===== config.mk =====
export PLATFORM = sky130hd
export DESIGN_NAME = periodic_task_timer_table
export DESIGN_NICKNAME = d
export VERILOG_FILES = /design/src/rtl/ptt_pkg.sv /design/src/rtl/periodic_task_timer_table.sv
export SDC_FILE = /design/constraint.sdc
export NUM_CORES = 1
export LEC_CHECK = 0
export ABC_AREA = 0
export ABC_CLOCK_PERIOD_IN_PS = 7500
export BUFFER_PORTS_ARGS = -buffer_cell sky130_fd_sc_hd__clkbuf_2
export CAP_MARGIN = 20
export CELL_PAD_IN_SITES_DETAIL_PLACEMENT = 0
export CELL_PAD_IN_SITES_GLOBAL_PLACEMENT = 2
export CORE_MARGIN = 2
export CORE_UTILIZATION = 45
export DETAILED_ROUTE_END_ITERATION = 10
export PLACE_DENSITY = 0.91
export SYNTH_ARGS = -nofsm -noshare
export SYNTH_HDL_FRONTEND = slang
export SYNTH_SLANG_ARGS = --single-unit

===== constraint.sdc =====
create_clock -name clk -period 7.5 [get_ports clk]
set_input_delay 0.375 -clock clk [delete_from_list [all_inputs] [get_ports clk]]
set_output_delay 0.375 -clock clk [all_outputs]
set_load 0.02 [all_outputs]

===== src/rtl/ptt_pkg.sv =====
package ptt_pkg;

  localparam int TASK_SLOTS = 8;
  localparam int TIME_W = 32;
  localparam int ID_W = 8;

  localparam logic [2:0] OP_ADD = 3'd0;
  localparam logic [2:0] OP_PAUSE = 3'd1;
  localparam logic [2:0] OP_RESUME = 3'd2;
  localparam logic [2:0] OP_MODIFY = 3'd3;
  localparam logic [2:0] OP_REMOVE = 3'd4;
  localparam logic [2:0] OP_QUERY = 3'd5;
  localparam logic [2:0] OP_TICK = 3'd6;
  localparam logic [2:0] OP_POLL = 3'd7;

  localparam logic [1:0] MODE_PAUSED = 2'd0;
  localparam logic [1:0] MODE_PERIODIC = 2'd1;
  localparam logic [1:0] MODE_ONESHOT = 2'd2;
  localparam logic [1:0] STATUS_NOT_FOUND = 2'd3;

  localparam logic CFG_MAX_INTERVAL = 1'b0;
  localparam logic CFG_DEFAULT_INTERVAL = 1'b1;

  localparam logic [TIME_W-1:0] MAX_INTERVAL_RESET = 32'd65535;
  localparam logic [TIME_W-1:0] DEFAULT_INTERVAL_RESET = 32'd50;

  typedef struct packed {
    logic [1:0] mode;
    logic [ID_W-1:0] id;
    logic [TIME_W-1:0] ivl;
    logic [TIME_W-1:0] due;
  } entry_t;

  function automatic logic [1:0] norm_mode(input logic [2:0] sm);
    return (sm[1:0] == 2'd3) ? MODE_PERIODIC : sm[1:0];
  endfunction

endpackage


===== src/rtl/periodic_task_timer_table.sv =====
// add and tick go straight to the result; lookups read one slot at a time through
// read and evaluate, up to TASK_SLOTS slots; remove and one-shot firing shift later
// slots down via shift read and write; one item at a time, next after result taken
// the entry table is one memory, with one read port and one write port
// reset: synchronous, clears counter, entry count, cursor and registers;
// table contents undefined until written, no clearing pass
module periodic_task_timer_table #(
  parameter int TASK_SLOTS = ptt_pkg::TASK_SLOTS,
  localparam int IW = (TASK_SLOTS > 1) ? $clog2(TASK_SLOTS) : 1,
  localparam int CW = $clog2(TASK_SLOTS + 1)
) (
  input  logic        clk,
  input  logic        rst,
  input  logic        in_valid,
  output logic        in_ready,
  input  logic [2:0]  operation,
  input  logic [7:0]  task_id,
  input  logic [31:0] interval,
  input  logic [2:0]  start_mode,
  output logic        out_valid,
  input  logic        out_ready,
  output logic        ok,
  output logic        found,
  output logic [1:0]  task_status,
  output logic        fire,
  output logic [7:0]  fired_task,
  input  logic        cfg_valid,
  output logic        cfg_ready,
  input  logic        cfg_index,
  input  logic [31:0] cfg_data
);

  localparam logic [2:0] S_IDLE = 3'd0;
  localparam logic [2:0] S_READ = 3'd1;
  localparam logic [2:0] S_EVAL = 3'd2;
  localparam logic [2:0] S_SHIFT_RD = 3'd3;
  localparam logic [2:0] S_SHIFT_WR = 3'd4;
  localparam logic [2:0] S_DONE = 3'd5;

  logic [2:0] state;
  logic [31:0] max_interval, default_interval, tick_count;
  logic [CW-1:0] entry_count;
  logic [IW-1:0] scan_cursor;
  logic [2:0] op;
  logic [7:0] id;
  logic [31:0] ivl;
  logic [2:0] sm;
  logic [CW-1:0] idx;
  ptt_pkg::entry_t mem [TASK_SLOTS];
  ptt_pkg::entry_t rd;
  logic [31:0] sum;
  logic [31:0] diff;

  assign in_ready = (state == S_IDLE);
  assign cfg_ready = 1'b1;
  assign out_valid = (state == S_DONE);

  // shared adder for resume, modify and poll due times; subtractor for the wrap-safe due test
  always_comb begin
    sum = tick_count + ((op == ptt_pkg::OP_RESUME || op == ptt_pkg::OP_POLL) ? rd.ivl : ivl);
    diff = tick_count - rd.due;
  end

  always_ff @(posedge clk) begin
    rd <= mem[idx[IW-1:0]];
    if (state == S_IDLE && in_valid && operation == ptt_pkg::OP_ADD
        && entry_count < CW'(TASK_SLOTS)) begin
      mem[entry_count[IW-1:0]] <= '{mode: ptt_pkg::norm_mode(start_mode), id: task_id,
        ivl: ((interval == 32'd0 || interval > max_interval) ? default_interval : interval),
        due: (start_mode[2] ? tick_count : tick_count +
          ((interval == 32'd0 || interval > max_interval) ? default_interval : interval))};
    end else if (state == S_EVAL && op != ptt_pkg::OP_POLL && rd.id == id) begin
      case (op)
        ptt_pkg::OP_PAUSE: mem[idx[IW-1:0]] <= '{ptt_pkg::MODE_PAUSED, rd.id, rd.ivl, rd.due};
        ptt_pkg::OP_RESUME: mem[idx[IW-1:0]] <= '{ptt_pkg::MODE_PERIODIC, rd.id, rd.ivl, sum};
        ptt_pkg::OP_MODIFY: mem[idx[IW-1:0]] <= '{(sm[1:0] != 2'd0) ? ptt_pkg::norm_mode(sm)
          : rd.mode, rd.id, ivl, sum};
        default: ;
      endcase
    end else if (state == S_EVAL && op == ptt_pkg::OP_POLL && rd.mode != ptt_pkg::MODE_PAUSED
        && !diff[31] && rd.mode != ptt_pkg::MODE_ONESHOT) begin
      mem[idx[IW-1:0]] <= '{rd.mode, rd.id, rd.ivl, sum};
    end else if (state == S_SHIFT_WR) begin
      mem[idx[IW-1:0]] <= rd;
    end
  end

  always_ff @(posedge clk) begin
    if (rst) begin
      state <= S_IDLE;
      max_interval <= ptt_pkg::MAX_INTERVAL_RESET;
      default_interval <= ptt_pkg::DEFAULT_INTERVAL_RESET;
      tick_count <= '0;
      entry_count <= '0;
      scan_cursor <= '0;
      idx <= '0;
      ok <= 1'b0;
      found <= 1'b0;
      task_status <= '0;
      fire <= 1'b0;
      fired_task <= '0;
    end else begin
      if (cfg_valid) begin
        if (cfg_index == ptt_pkg::CFG_MAX_INTERVAL) max_interval <= cfg_data;
        else default_interval <= cfg_data;
      end
      case (state)
        S_IDLE: begin
          if (in_valid) begin
            op <= operation;
            id <= task_id;
            ivl <= interval;
            sm <= start_mode;
            ok <= 1'b0;
            found <= 1'b0;
            task_status <= '0;
            fire <= 1'b0;
            fired_task <= '0;
            idx <= '0;
            state <= S_READ;
            case (operation)
              ptt_pkg::OP_ADD: begin
                if (entry_count < CW'(TASK_SLOTS)) begin
                  entry_count <= entry_count + 1'b1;
                  ok <= 1'b1;
                end
                state <= S_DONE;
              end
              ptt_pkg::OP_TICK: begin
                tick_count <= tick_count + 32'd1;
                ok <= 1'b1;
                state <= S_DONE;
              end
              ptt_pkg::OP_POLL: begin
                if (entry_count == '0) begin
                  scan_cursor <= '0;
                  state <= S_DONE;
                end else begin
                  ok <= 1'b1;
                  if (CW'(scan_cursor) >= entry_count) begin
                    scan_cursor <= '0;
                    idx <= '0;
                  end else begin
                    idx <= CW'(scan_cursor);
                  end
                end
              end
              ptt_pkg::OP_QUERY, ptt_pkg::OP_MODIFY: begin
                if (operation == ptt_pkg::OP_QUERY) task_status <= ptt_pkg::STATUS_NOT_FOUND;
                if (entry_count == '0) state <= S_DONE;
              end
              default: begin
                if (entry_count == '0) state <= S_DONE;
                else ok <= 1'b1;
              end
            endcase
          end
        end
        S_READ: state <= S_EVAL;
        S_EVAL: begin
          if (op == ptt_pkg::OP_POLL) begin
            if (rd.mode != ptt_pkg::MODE_PAUSED && !diff[31]) begin
              fire <= 1'b1;
              fired_task <= rd.id;
            end
            if (rd.mode == ptt_pkg::MODE_ONESHOT && !diff[31]) begin
              // cursor wraps against the count after the removal
              if (idx + 2'd2 >= entry_count) scan_cursor <= '0;
              else scan_cursor <= IW'(idx + 1'b1);
              if (idx + 1'b1 >= entry_count) begin
                entry_count <= entry_count - 1'b1;
                state <= S_DONE;
              end else begin
                idx <= idx + 1'b1;
                state <= S_SHIFT_RD;
              end
            end else begin
              if (idx + 1'b1 >= entry_count) scan_cursor <= '0;
              else scan_cursor <= IW'(idx + 1'b1);
              state <= S_DONE;
            end
          end else if (rd.id == id) begin
            found <= 1'b1;
            ok <= 1'b1;
            if (op == ptt_pkg::OP_QUERY) task_status <= rd.mode;
            if (op == ptt_pkg::OP_REMOVE) begin
              if (idx + 1'b1 >= entry_count) begin
                entry_count <= entry_count - 1'b1;
                state <= S_DONE;
              end else begin
                idx <= idx + 1'b1;
                state <= S_SHIFT_RD;
              end
            end else begin
              state <= S_DONE;
            end
          end else if (idx + 1'b1 >= entry_count) begin
            state <= S_DONE;
          end else begin
            idx <= idx + 1'b1;
            state <= S_READ;
          end
        end
        S_SHIFT_RD: begin
          idx <= idx - 1'b1;
          state <= S_SHIFT_WR;
        end
        S_SHIFT_WR: begin
          if (idx + 2'd2 >= entry_count) begin
            entry_count <= entry_count - 1'b1;
            state <= S_DONE;
          end else begin
            idx <= idx + 2'd2;
            state <= S_SHIFT_RD;
          end
        end
        S_DONE: if (out_ready) state <= S_IDLE;
        default: state <= S_IDLE;
      endcase
    end
  end

`ifndef SYNTHESIS
  a_count_bound: assert property (@(posedge clk) disable iff (rst)
    entry_count <= CW'(TASK_SLOTS)) else $error("entry count overflow");
  a_fire_poll: assert property (@(posedge clk) disable iff (rst)
    out_valid && fire |-> op == ptt_pkg::OP_POLL && ok) else $error("fire outside poll");
  a_found_ok: assert property (@(posedge clk) disable iff (rst)
    out_valid && found |-> ok) else $error("found without ok");
  a_one_result: assert property (@(posedge clk) disable iff (rst)
    out_valid && out_ready |=> !out_valid) else $error("repeated result");
`endif

endmodule

Word-level counts from Yosys, hierarchy flattened
Memories as Yosys holds them, arrays and structs flattened. A register that Yosys moved wholly into a read port is not among the register bits.
Cells that the tools add are included.
{"block": "classes", "mul": 0, "bitwise_logic": 6, "div": 0, "shift": 0, "addsub": 9, "magnitude_cmp": 5, "reduce_logical": 37, "n_eq_ne": 38, "muxes": 101}
{"cell": "74-bit two-way mux", "n": 5}
{"cell": "32-bit two-way mux", "n": 3}
{"cell": "74-bit OR reduction", "n": 1}
{"cell": "3-bit two-way mux", "n": 23}
{"cell": "32-bit adder", "n": 2}
{"cell": "4-bit two-way mux", "n": 16}
{"cell": "32-bit by 1-bit adder with 32-bit output (second input constant)", "n": 1}
{"cell": "32-bit > comparator", "n": 1}
{"cell": "32-bit logical NOT", "n": 1}
{"cell": "1-bit two-way mux", "n": 32}
{"cell": "32-bit subtractor", "n": 1}
{"cell": "3-bit == test (second input constant)", "n": 8}
{"cell": "8-bit two-way mux", "n": 3}
{"cell": "2-bit two-way mux", "n": 9}
{"cell": "2-bit by 1-bit != test with 1-bit output (second input constant)", "n": 9}
{"cell": "3-bit case mux with 6 select lines", "n": 1}
{"cell": "4-bit case mux with 4 select lines", "n": 1}
{"cell": "8-bit case mux with 2 select lines", "n": 1}
{"cell": "3-bit by 2-bit == test with 1-bit output (second input constant)", "n": 5}
{"cell": "5-bit AND reduction", "n": 3}
{"cell": "4-bit case mux with 3 select lines", "n": 1}
{"cell": "1-bit logical AND", "n": 11}
{"cell": "3-bit by 1-bit != test with 1-bit output (second input constant)", "n": 3}
{"cell": "4-bit by 1-bit adder with 4-bit output (second input constant)", "n": 2}
{"cell": "30 further kinds", "n": 53}
{"block": "word_totals", "output_inout_bits": 16, "n_memories": 1, "in_bits": 84, "mem_bits_ro": 0, "ramBits": 592, "latchBits": 0, "wordCells": 213, "reg_bits": 168}
{"name": "mem", "depth": 8, "width": 74, "read_ports": 1, "rd_clocked_by_memory_dff": 1, "wr": 1, "line": "periodic_task_timer_table.sv:49", "text": "ptt_pkg::entry_t mem [TASK_SLOTS];"}

Longest topological paths before layout
Gate-level depths: netlist of the first run.
{"block": "logic_depth", "depth_word": 13, "mapped_depth": 24}

Worst setup path before layout of the first run
No wires, ideal clock.
{"block": "synth_timing", "kind": "reg-to-reg", "startpoint": "register tick_count[4]", "endpoint": "memory mem[7][0] in the netlist's numbering, enable pin", "arrival_ps": 6158, "period_less_slack_ps": 6689, "setup_ps": 531, "path_stages_with_launch": 13, "path_buffers": 2, "path_slack_ps": 811, "required_time_ps": 6969, "path_cell_list": "dfxtp_1 ha_1 a21o_1 a211o_1 a41oi_1 o31ai_1 or3_1 a41oi_1 and2_1 buf_2 buf_2 a21oi_1 a21oi_1"}
{"block": "synth_between", "elab_chain_len": 12, "word_cells_on_any_way": 17, "classes_between": "1 x add/sub; 10 x mux; 2 x bitwise; 4 x reduce/logical"}
{"element": "start, declared", "line": "periodic_task_timer_table.sv:41", "text": "logic [31:0] max_interval, default_interval, tick_count;"}
{"element": "start signal, assigned", "line": "periodic_task_timer_table.sv:130", "text": "tick_count <= tick_count + 32'd1;"}
{"element": "32-bit subtractor *", "line": "periodic_task_timer_table.sv:61", "text": "diff = tick_count - rd.due;"}
{"element": "1-bit logical NOT *", "line": "periodic_task_timer_table.sv:81", "text": "&& !diff[31] && rd.mode != ptt_pkg::MODE_ONESHOT) begin"}
{"element": "1-bit logical AND * (2 in series)", "line": "periodic_task_timer_table.sv:81"}
{"element": "1-bit two-way mux", "line": "periodic_task_timer_table.sv:80", "text": "end else if (state == S_EVAL && op == ptt_pkg::OP_POLL && rd.mode != ptt_pkg::MODE_PAUSED"}
{"element": "1-bit two-way mux", "line": "periodic_task_timer_table.sv:72", "text": "end else if (state == S_EVAL && op != ptt_pkg::OP_POLL && rd.id == id) begin"}
{"element": "1-bit two-way mux", "line": "periodic_task_timer_table.sv:66", "text": "if (state == S_IDLE && in_valid && operation == ptt_pkg::OP_ADD"}
{"element": "1-bit two-way mux (implied by the code)", "line": "periodic_task_timer_table.sv:82", "text": "mem[idx[IW-1:0]] <= '{rd.mode, rd.id, rd.ivl, sum};"}
{"element": "1-bit bitwise OR (no source line)"}
{"element": "1-bit bitwise OR (no source line) *"}
{"element": "74-bit OR reduction (no source line)"}
{"element": "3-bit two-way mux (no source line) or 1-bit two-way mux (tied branches)"}
{"element": "end, declared", "line": "periodic_task_timer_table.sv:49"}
Mark *: on every way between the ends. The rest lies on a longest branch, timed or not.

Worst setup path after layout of the first run
{"block": "layout_timing", "startpoint": "input interval[15]", "endpoint": "memory mem[7][31] in the netlist's numbering, data pin"}
{"block": "layout_between", "elab_chain_len": 6, "word_cells_on_any_way": 7, "classes_between": "1 x add/sub; 1 x order compare; 3 x mux; 2 x reduce/logical"}
{"element": "start, declared", "line": "periodic_task_timer_table.sv:18", "text": "input logic [31:0] interval,"}
{"element": "32-bit > comparator or 32-bit logical NOT (tied branches)", "line": "periodic_task_timer_table.sv:71", "text": "((interval == 32'd0 || interval > max_interval) ? default_interval : interval))};"}
{"element": "1-bit logical OR", "line": "periodic_task_timer_table.sv:71"}
{"element": "32-bit two-way mux *", "line": "periodic_task_timer_table.sv:71"}
{"element": "32-bit adder *", "line": "periodic_task_timer_table.sv:70", "text": "due: (start_mode[2] ? tick_count : tick_count +"}
{"element": "32-bit two-way mux *", "line": "periodic_task_timer_table.sv:70"}
{"element": "74-bit two-way mux (no source line) *"}
Marks and branches as above.

==> impl_metrics.ini, run 1 <==
[synthesis]
synthArstFlopShare = 0
synth_warnings = 0
synthFlopType = edfxtp_1
synth_top_area_frac = 0.503
synthDistinctLibCells = 82
yosys-top-cells-area = edfxtp_1, dfxtp_1, mux4_2
synth_edf_count = 637
syn_avg_cell_area_um2 = 13.1
netlist_top_cells_count = edfxtp_1, nand2_1, a21oi_1, dfxtp_1, nor2_1
yosysMostFrequentCell = edfxtp_1
syn-num-nets = 3147
synth_area_um2 = 38000
ys_ff_latch = 834
yosysSeqAreaShare = 0.607
synthCells = 2913
synth_area_leader_cell = edfxtp_1

[sta]
finalHoldViolCount = 0
min_period_ns = 7.17
relSlewSlack = 0.250
fin_crit_sh = 0.956
rsz0062_at_grt = false
max_freq_mhz = 139
tightest_slew_ns = 1.11
setup_violations = 0
skew_ns = 0.0466
maxSlewViolCount = 0
tns_ns = 0

[detailed_routing]
wirelength_um = 100000
antenna_left = 0
drc = 0
drt_first_pass_iters = 5
drt_iter0_markers = 2242
wl_per_cell_um = 23.4
dr_total_vias = 24600
via_per_inst = 5.75

[global_routing]
grt_pass1_wl_um = 153000
antenna_found_initial = 2
grt_pass1_vias = 24700
grt_max_degree = 82
grt_usage = 0.233
grt_overflow = 0

[cts]
insertion_delay_ns = 0.67
cts_tree = done
cts_setup_buffers = 0
cts.sinks = 834
clk_pin_slew_ns = 0.06
cts.path.max_buffers = 3
htree_levels = 3
post_cts_resized = 0
cts_buffers = 87
root_buffer = clkbuf_16

[die]
num_rows = 106
die_height_um = 295
die_w_um = 295
pin_count = 100
start_util = 0.454
die-area_um2 = 86900
coreArea_um2 = 83700

[flow_run]
cap_violations = 0

[critical_path]
r2r_setup_slack_ns = 0.39
endpoint_kind = flop
critPathKind = in -> reg
required_ns = 7.87
arrival_ns = 7.54
path_max_fanout = 18
cp-start-kind = input pin

[cells_and_area]
fillCellCount = 6974
nNetsFinal = 3296
postLayoutCellArea_um2 = 43500
drive_above_1_share = 0.164
area_growth_pct = 14.3

[power]
power.density_nw_per_um2 = 337
p_leak_uw = 0.0157
ir_drop_v = 0.000288

[placement]
io_buffers = 98
place_area_um2 = 39900
place_congestion = 0.897
post-dp-hpwl_um = 64300

[min_path]
hold_class = in -> reg

[run_status]
run_status = finished, final reports clean
-- registers in the layout, indices dropped and copies added, names as in the netlist --
signal / cells
default_interval: 32
state: 3
fire: 1
entry_count: 4
sm: 2
id: 8
idx: 4
ok: 1
mem: 592
max_interval: 32
scan_cursor: 3
task_status: 2
ivl: 32
op: 3
rd: 74
tick_count: 32
found: 1
fired_task: 8
-- path summary, 6_finish.rpt --
kind | end | cells past startpoint | start
setup / recovery | mem[7][31]$_DFFE_PP_ | 22 | interval[15]
hold reg to reg | default_interval[17]$_SDFFE_PP0P_ | 2 | default_interval[17]$_SDFFE_PP0P_
hold / removal | ivl[23]$_DFFE_PP_ | 1 | interval[23]
setup reg to reg | mem[7][31]$_DFFE_PP_ | 21 | max_interval[15]$_SDFFE_PP1P_
-- logic make-up (layout without fill, tap and decap cells) --
kind of cell,after synthesis,in the layout,share of synthesized area
AND/OR/NAND/NOR,845,845,0.0961
flip-flops,834,834,0.607
AO/OA/AOI/OAI,491,491,0.0821
multiplexers,254,254,0.118
buffers and inverters,240,463,0.0249
adder cells (fa/ha/maj),150,150,0.0499
XOR/XNOR,98,98,0.0226
other,1,3,0.0000986
-- layer usage --
metal,part of all wire,up-vias,routed length [µm],track usage
met4,0.025,0,2520,0.0712
met2,0.47,880,47100,0.374
met5,0,-,0,0
met3,0.066,146,6590,0.0321
li1,-,11200,-,-
met1,0.44,12400,43900,0.329
-- cell usage in the layout, fill, tap and decap left out, types with 8 or more instances in the layout --
cell	n
o211ai_1	11
o21bai_1	9
buf_12	10
o21ai_0	91
clkbuf_1	19
o31ai_1	10
mux2i_1	43
a211o_1	20
edfxtp_1	637
a21o_1	32
a21oi_1	195
xnor2_1	43
nand2b_1	18
nand3_1	46
nor2_1	144
inv_1	100
or3_1	13
clkbuf_8	8
o21a_1	15
clkinv_1	11
xor2_1	55
nor3_1	24
nor4_1	14
dfxtp_1	194
ha_1	147
clkbuf_2	97
clkbuf_16	88
nand4_1	23
dlygate4sd3_1	62
mux4_2	148
and3_1	20
nand2_1	489
nor2b_1	14
mux2_2	58
a211oi_1	31
buf_4	24
clkinv_2	10
-- power by group --
| group | switching (µW) | internal, µW |
|---|---|---|
| sequential | 434 | 5890 |
| combinational | 2330 | 1610 |
| clock | 1850 | 2520 |
| total | 4610 | 10000 |
-- layout make-up --
cell class / instances / area [µm²] / area share
antenna: 2 / 5.00 / 0.000115
clock buffer: 115 / 2380 / 0.0548
clock inverter: 48 / 556 / 0.0128
inverter: 101 / 379 / 0.00872
multi-input combinational: 1839 / 14100 / 0.325
sequential: 834 / 23100 / 0.531
tap: 1134 / 1420 / 0.0326
timing repair buffer: 199 / 1530 / 0.0353
-- worst max-delay path, cell delays in order --
cell	delay, ns
dlygate4sd3_1	0.53
clkbuf_2	0.14
ha_1	0.32
nand4_1	0.17
or4_1	0.69
a21o_1	0.21
a31oi_1	0.33
nor2_1	0.14
o22ai_4	0.63
mux2i_1	0.40
inv_1	0.08
ha_1	0.27
and3_1	0.19
o31ai_1	0.39
a21oi_1	0.28
a32oi_1	0.49
a31oi_1	0.21
o41ai_1	0.73
xnor2_1	0.20
nor2_1	0.07
xnor2_1	0.16
o22ai_1	0.49
-- timing repair --
item                       CTS  global route
hold buffers                62             0
setup endpoints to repair    0             0
hold endpoints to repair    90             0
-- stage by stage --
step	worst slack (ns)	hold slack [ns]	utilization	power, µW	instances
global placement	0.338	0.440	0.476	10200	4039
finish	0.330	0.0363	0.519	14600	4272
floorplan	0.811	0.433	-	9110	2913
detailed placement	0.442	0.447	0.476	10300	4040
global route	0.0327	0.0164	0.519	15300	4272
CTS	0.532	0.000224	0.519	14700	4265
No activity file was read; power rests on OpenSTA's default activity.
==> run 2, diff against run 1 <==
--- a/config.mk
+++ b/config.mk
@@ -11,10 +11,10 @@
 export CAP_MARGIN = 20
 export CELL_PAD_IN_SITES_DETAIL_PLACEMENT = 0
 export CELL_PAD_IN_SITES_GLOBAL_PLACEMENT = 2
-export CORE_MARGIN = 2
-export CORE_UTILIZATION = 45
+export CORE_MARGIN = 10
+export CORE_UTILIZATION = 35
 export DETAILED_ROUTE_END_ITERATION = 10
-export PLACE_DENSITY = 0.91
+export PLACE_DENSITY = 0.76
 export SYNTH_ARGS = -nofsm -noshare
 export SYNTH_HDL_FRONTEND = slang
 export SYNTH_SLANG_ARGS = --single-unit
==> run 2 against run 1 <==
Effect of this change:
- die area grew 41%
- sequential cell count unchanged
- maximum frequency is 11% higher
- sequential share of layout area is 0.37 points lower
- final cell count up 6.2%
- global-route usage is 6.4 points lower
- critical endpoint is now mem[5][26]$_DFFE_PP_
- largest power group unchanged
- highest routed layer is now met5
==> impl_metrics.ini, run 2 (synthesized netlist as in run 1, its figures left out) <==
[run_status]
run_status = finished, final reports clean

[cells_and_area]
drive_above_1_share = 0.165
layout_common_cells = edfxtp_1, nand2_1, a21oi_1, dfxtp_1, mux4_2
nNetsFinal = 3296
layout_commonest_cell = edfxtp_1
fillCellCount = 9989
area_growth_pct = 15.1
largest_reg_flops = 592

[critical_path]
worstSetupStartpoint = interval[11]
arrival_ns = 6.85
r2r_setup_slack_ns = 1.13
reg2reg_from = max_interval[11]$_SDFFE_PP1P_
rr_worst_depth = 23
cp-start-kind = input pin
required_ns = 7.87
endpoint_kind = flop
timing.rr.end = mem[5][26]$_DFFE_PP_
critPathKind = in -> reg
path_max_fanout = 12

[sta]
relSlewSlack = 0.315
maxSlewViolCount = 0
worst_hold_slack_ns = 0.0363
fin_crit_sh = 0.865
tightest_slew_ns = 1.03
skew_ns = 0.0249
max_freq_mhz = 154
tns_ns = 0
min_period_ns = 6.49
finalHoldViolCount = 0
rsz0062_at_grt = false
setup_violations = 0

[cts]
clk_pin_slew_ns = 0.06
cts.sinks = 834
post_cts_resized = 0
htree_levels = 3
root_buffer = clkbuf_16
cts_setup_buffers = 0
cts.path.max_buffers = 3
insertion_delay_ns = 0.66
cts_tree = done
cts_buffers = 86

[die]
start_util = 0.354
coreArea_um2 = 108000
pin_count = 100
num_rows = 120
die_w_um = 350
die_height_um = 350
die-area_um2 = 122000

[detailed_routing]
drc = 0
via_per_inst = 5.27
highest_layer = met5
wl_met1_um = 48100
wl_per_cell_um = 23.1
wl_met3_um = 6260
wl_met2_um = 48500
antenna_left = 0
dr_total_vias = 23900
drt_first_pass_iters = 5
drt_iter0_markers = 1727
wirelength_um = 105000

[power]
p_leak_uw = 0.0157
power.density_nw_per_um2 = 335
ir_drop_v = 0.000257

[min_path]
whs_path_depth = 1
hold_start = interval[8]
min_to = ivl[8]$_DFFE_PP_
hold_class = in -> reg

[global_routing]
grt_max_degree = 75
grt_overflow = 0
antenna_found_initial = 11
grt_usage = 0.169
grt_pass1_vias = 24000
grt_pass1_wl_um = 156000

[placement]
post-dp-hpwl_um = 68500
place_congestion = 0.822
io_buffers = 98

[flow_run]
cap_violations = 0
run 2: changes by cell type in the layout (fill, tap and decap cells not counted), sizes merged, moves of 4 or more:
cell         previous run  this run
buf                    34        45
bufinv                  7        11
clkbuf                217       208
clkinv                 29        24
dlygate4sd3            62        58
run 2: area by class of cell:
type / instances / area [µm²] / area share
Timing Repair Buffer: 200 / 1560 / 0.0357
Clock buffer: 111 / 2330 / 0.0532
Tap cell: 1403 / 1760 / 0.0401
Clock inverter: 47 / 549 / 0.0125
Multi-Input combinational cell: 1839 / 14100 / 0.322
Inverter: 101 / 380 / 0.00869
Sequential cell: 834 / 23100 / 0.527
Antenna cell: 3 / 7.51 / 0.000171
run 2: worst max-delay path, cell delays in order:
cell	delay, ns
dlygate4sd3_1	0.53
clkbuf_2	0.17
ha_1	0.35
a21oi_1	0.16
a21oi_1	0.09
a2111oi_0	0.85
a31oi_1	0.33
nor2_1	0.26
o22ai_4	0.21
buf_4	0.25
o21ai_0	0.29
ha_1	0.23
inv_1	0.06
fa_1	0.42
nor2b_1	0.16
o2111ai_1	0.16
a21oi_1	0.20
or3_1	0.17
a21oi_1	0.12
o21a_1	0.27
o21a_1	0.28
xor2_1	0.17
o21ai_0	0.18
a2bb2oi_1	0.54
run 2: per-layer routing:
| metal | global-route usage | vias to the layer above |
|---|---|---|
| met5 | 0 | - |
| met4 | 0.0404 | 10 |
| met3 | 0.0365 | 131 |
| met2 | 0.272 | 564 |
| met1 | 0.232 | 12000 |
| li1 | - | 11200 |
run 2: repair_timing:
item	in CTS	in global routing
hold buffers	58	0
setup endpoints to repair	0	0
endpoints found under the hold margin	83	0
run 2: metrics by stage:
step                utilization  worst slack, ns  area, µm²  power [µW]  std cells
finish                    0.407             1.01      43800       14700       4538
global route              0.407            0.427      43800       15400       4535
CTS                       0.407            0.910      43800       14800       4534
detailed placement        0.375            0.813      40300       10400       4318
global placement          0.375            0.900      40300       10400       4318
floorplan                     -            0.811      38000        9110       2913
run 2: worst max path at each step:
stage / end
final: mem[5][26]$_DFFE_PP_
after global routing: mem[1][31]$_DFFE_PP_
after CTS: mem[0][21]$_DFFE_PP_
after detailed placement: mem[2][21]$_DFFE_PP_
after global placement: mem[2][21]$_DFFE_PP_
after floorplan: mem[7][0]$_DFFE_PP_
run 2: power by group:
group / internal (µW) / switching [µW]
sequential: 5890 / 369
combinational: 1630 / 2390
clock: 2580 / 1820
total: 10100 / 4580
==> run 3, diff against run 2 <==
==> constraint.sdc (replaced) <==
create_clock -name clk -period 7.5 [get_ports clk]
set_input_delay 1.5 -clock clk [delete_from_list [all_inputs] [get_ports clk]]
set_output_delay 1.5 -clock clk [all_outputs]
set_load 0.02 [all_outputs]
==> run 3 against run 2 <==
Effect of this change:
- register-to-register slack gained 0.32 ns
- clock power about the same
- maximum frequency down 3.2%
- global-route usage barely moved
- combinational power hardly changed
- hold slack improved by 0.42 ns
- first-iteration DRC count increased by 0.93%
- highest routed layer unchanged
==> impl_metrics.ini, run 3 (synthesized netlist as in run 1, its figures left out) <==
[die]
start_util = 0.354
coreArea_um2 = 108000
num_rows = 120
pin_count = 100
die_w_um = 350
die_height_um = 350
die-area_um2 = 122000

[cts]
post_cts_resized = 0
cts.path.max_buffers = 3
htree_levels = 3
cts_tree = done
clk_pin_slew_ns = 0.06
cts_buffers = 86
hold_buffers = 0
root_buffer = clkbuf_16
cts_setup_buffers = 0
cts.sinks = 834
insertion_delay_ns = 0.67

[sta]
worst_hold_slack_ns = 0.453
fin_crit_sh = 0.894
skew_ns = 0.0230
finalHoldViolCount = 0
maxSlewViolCount = 0
setup_violations = 0
relSlewSlack = 0.286
rsz0062_at_grt = false
fin_ws_ns = 0.798
min_period_ns = 6.70
max_freq_mhz = 149
tns_ns = 0
tightest_slew_ns = 1.07

[power]
power.density_nw_per_um2 = 338
pwr-share-comb = 0.271
power.internal_uw = 10000
p_switching_uw = 4640
power_frac_clock = 0.302
p_seq_frac = 0.427
ir_drop_v = 0.000286
p_leak_uw = 0.0156
sw_frac_of_total = 0.316

[detailed_routing]
via_per_inst = 5.32
antenna_left = 0
dr_total_vias = 23900
drt_iter0_markers = 1743
wl_per_cell_um = 23.2
drt_first_pass_iters = 7
drc = 0
wirelength_um = 104000

[critical_path]
endpoint_kind = flop
required_ns = 7.89
arrival_ns = 7.10
path_max_fanout = 8
critPathKind = in -> reg
cp-start-kind = input pin

[cells_and_area]
largest_reg_flops = 592
final_util = 0.403
nNetsFinal = 3249
layout_commonest_cell = edfxtp_1
fillCellCount = 10000
drive_above_1_share = 0.174
ff_latch_area_um2 = 23100
layout_common_cells = edfxtp_1, nand2_1, a21oi_1, dfxtp_1, mux4_2
final_cells = 4494
multi_input_area_um2 = 14100
area_growth_pct = 14.0

[run_status]
run_status = finished, final reports clean

[placement]
io_buffers = 98
place_congestion = 0.862
preCtsSetupSlack_ns = 0.121
dp_cells = 4328
post-dp-hpwl_um = 68600

[global_routing]
grt_pass1_wl_um = 156000
grt_usage = 0.169
grt_overflow = 0
grt_max_degree = 85
grt_pass1_vias = 23800
antenna_found_initial = 9

[min_path]
hold_class = reg -> reg

[flow_run]
cap_violations = 0
[run 3: final timing paths]
check / cells after the start / end / slack, ns / startpoint
worst min register to register: 2 / default_interval[20]$_SDFFE_PP0P_ / 0.45 / default_interval[20]$_SDFFE_PP0P_
worst max-delay path: 20 / mem[2][31]$_DFFE_PP_ / 0.80 / interval[24]
worst min-delay path: 2 / default_interval[20]$_SDFFE_PP0P_ / 0.45 / default_interval[20]$_SDFFE_PP0P_
worst max register to register: 20 / mem[2][31]$_DFFE_PP_ / 1.45 / max_interval[30]$_SDFFE_PP0P_
[run 3: area by class of cell]
type	count	share of cell area
Multi-Input combinational cell	1839	0.326
Tap cell	1403	0.0405
Clock buffer	112	0.0549
Sequential cell	834	0.532
Timing Repair Buffer	153	0.0246
Inverter	101	0.00877
Clock inverter	50	0.0131
Antenna cell	2	0.000115
[run 3: power by group through the flow]
stage	sequential [µW]	clock, µW	combinational, µW
after floorplan	6160	0	2960
after global placement	6350	0	4020
after detailed placement	6360	0	4040
after CTS	6270	4510	4050
after global routing	6330	4710	4420
final	6260	4430	3980
[run 3: per-layer routing]
metal	share of wire	vias to the layer above	global-route usage	wire length [µm]
met5	0.00094	-	0	98
met4	0.018	14	0.0407	1910
met3	0.059	140	0.0284	6150
met2	0.46	645	0.271	48300
met1	0.46	12000	0.237	48000
li1	-	11100	-	-
[run 3: per-stage QoR]
step | area, µm² | power, µW
finish | 43400 | 14700
global route | 43300 | 15500
CTS | 43300 | 14800
detailed placement | 40400 | 10400
global placement | 40400 | 10400
floorplan | 38000 | 9110
[run 3: critical path, stage by stage]
cell      delay (ns)
clkbuf_2        0.18
ha_1            0.33
nand4_1         0.20
or4_1           0.67
a31oi_1         0.27
nor2_1          0.11
o22ai_4         0.26
buf_4           0.20
mux2_2          0.36
ha_1            0.29
and3_1          0.18
o31ai_1         0.40
a21oi_1         0.25
a32oi_1         0.49
a31oi_1         0.22
o41ai_1         0.35
xnor2_1         0.16
nor2_1          0.06
xnor2_1         0.14
o22ai_1         0.45
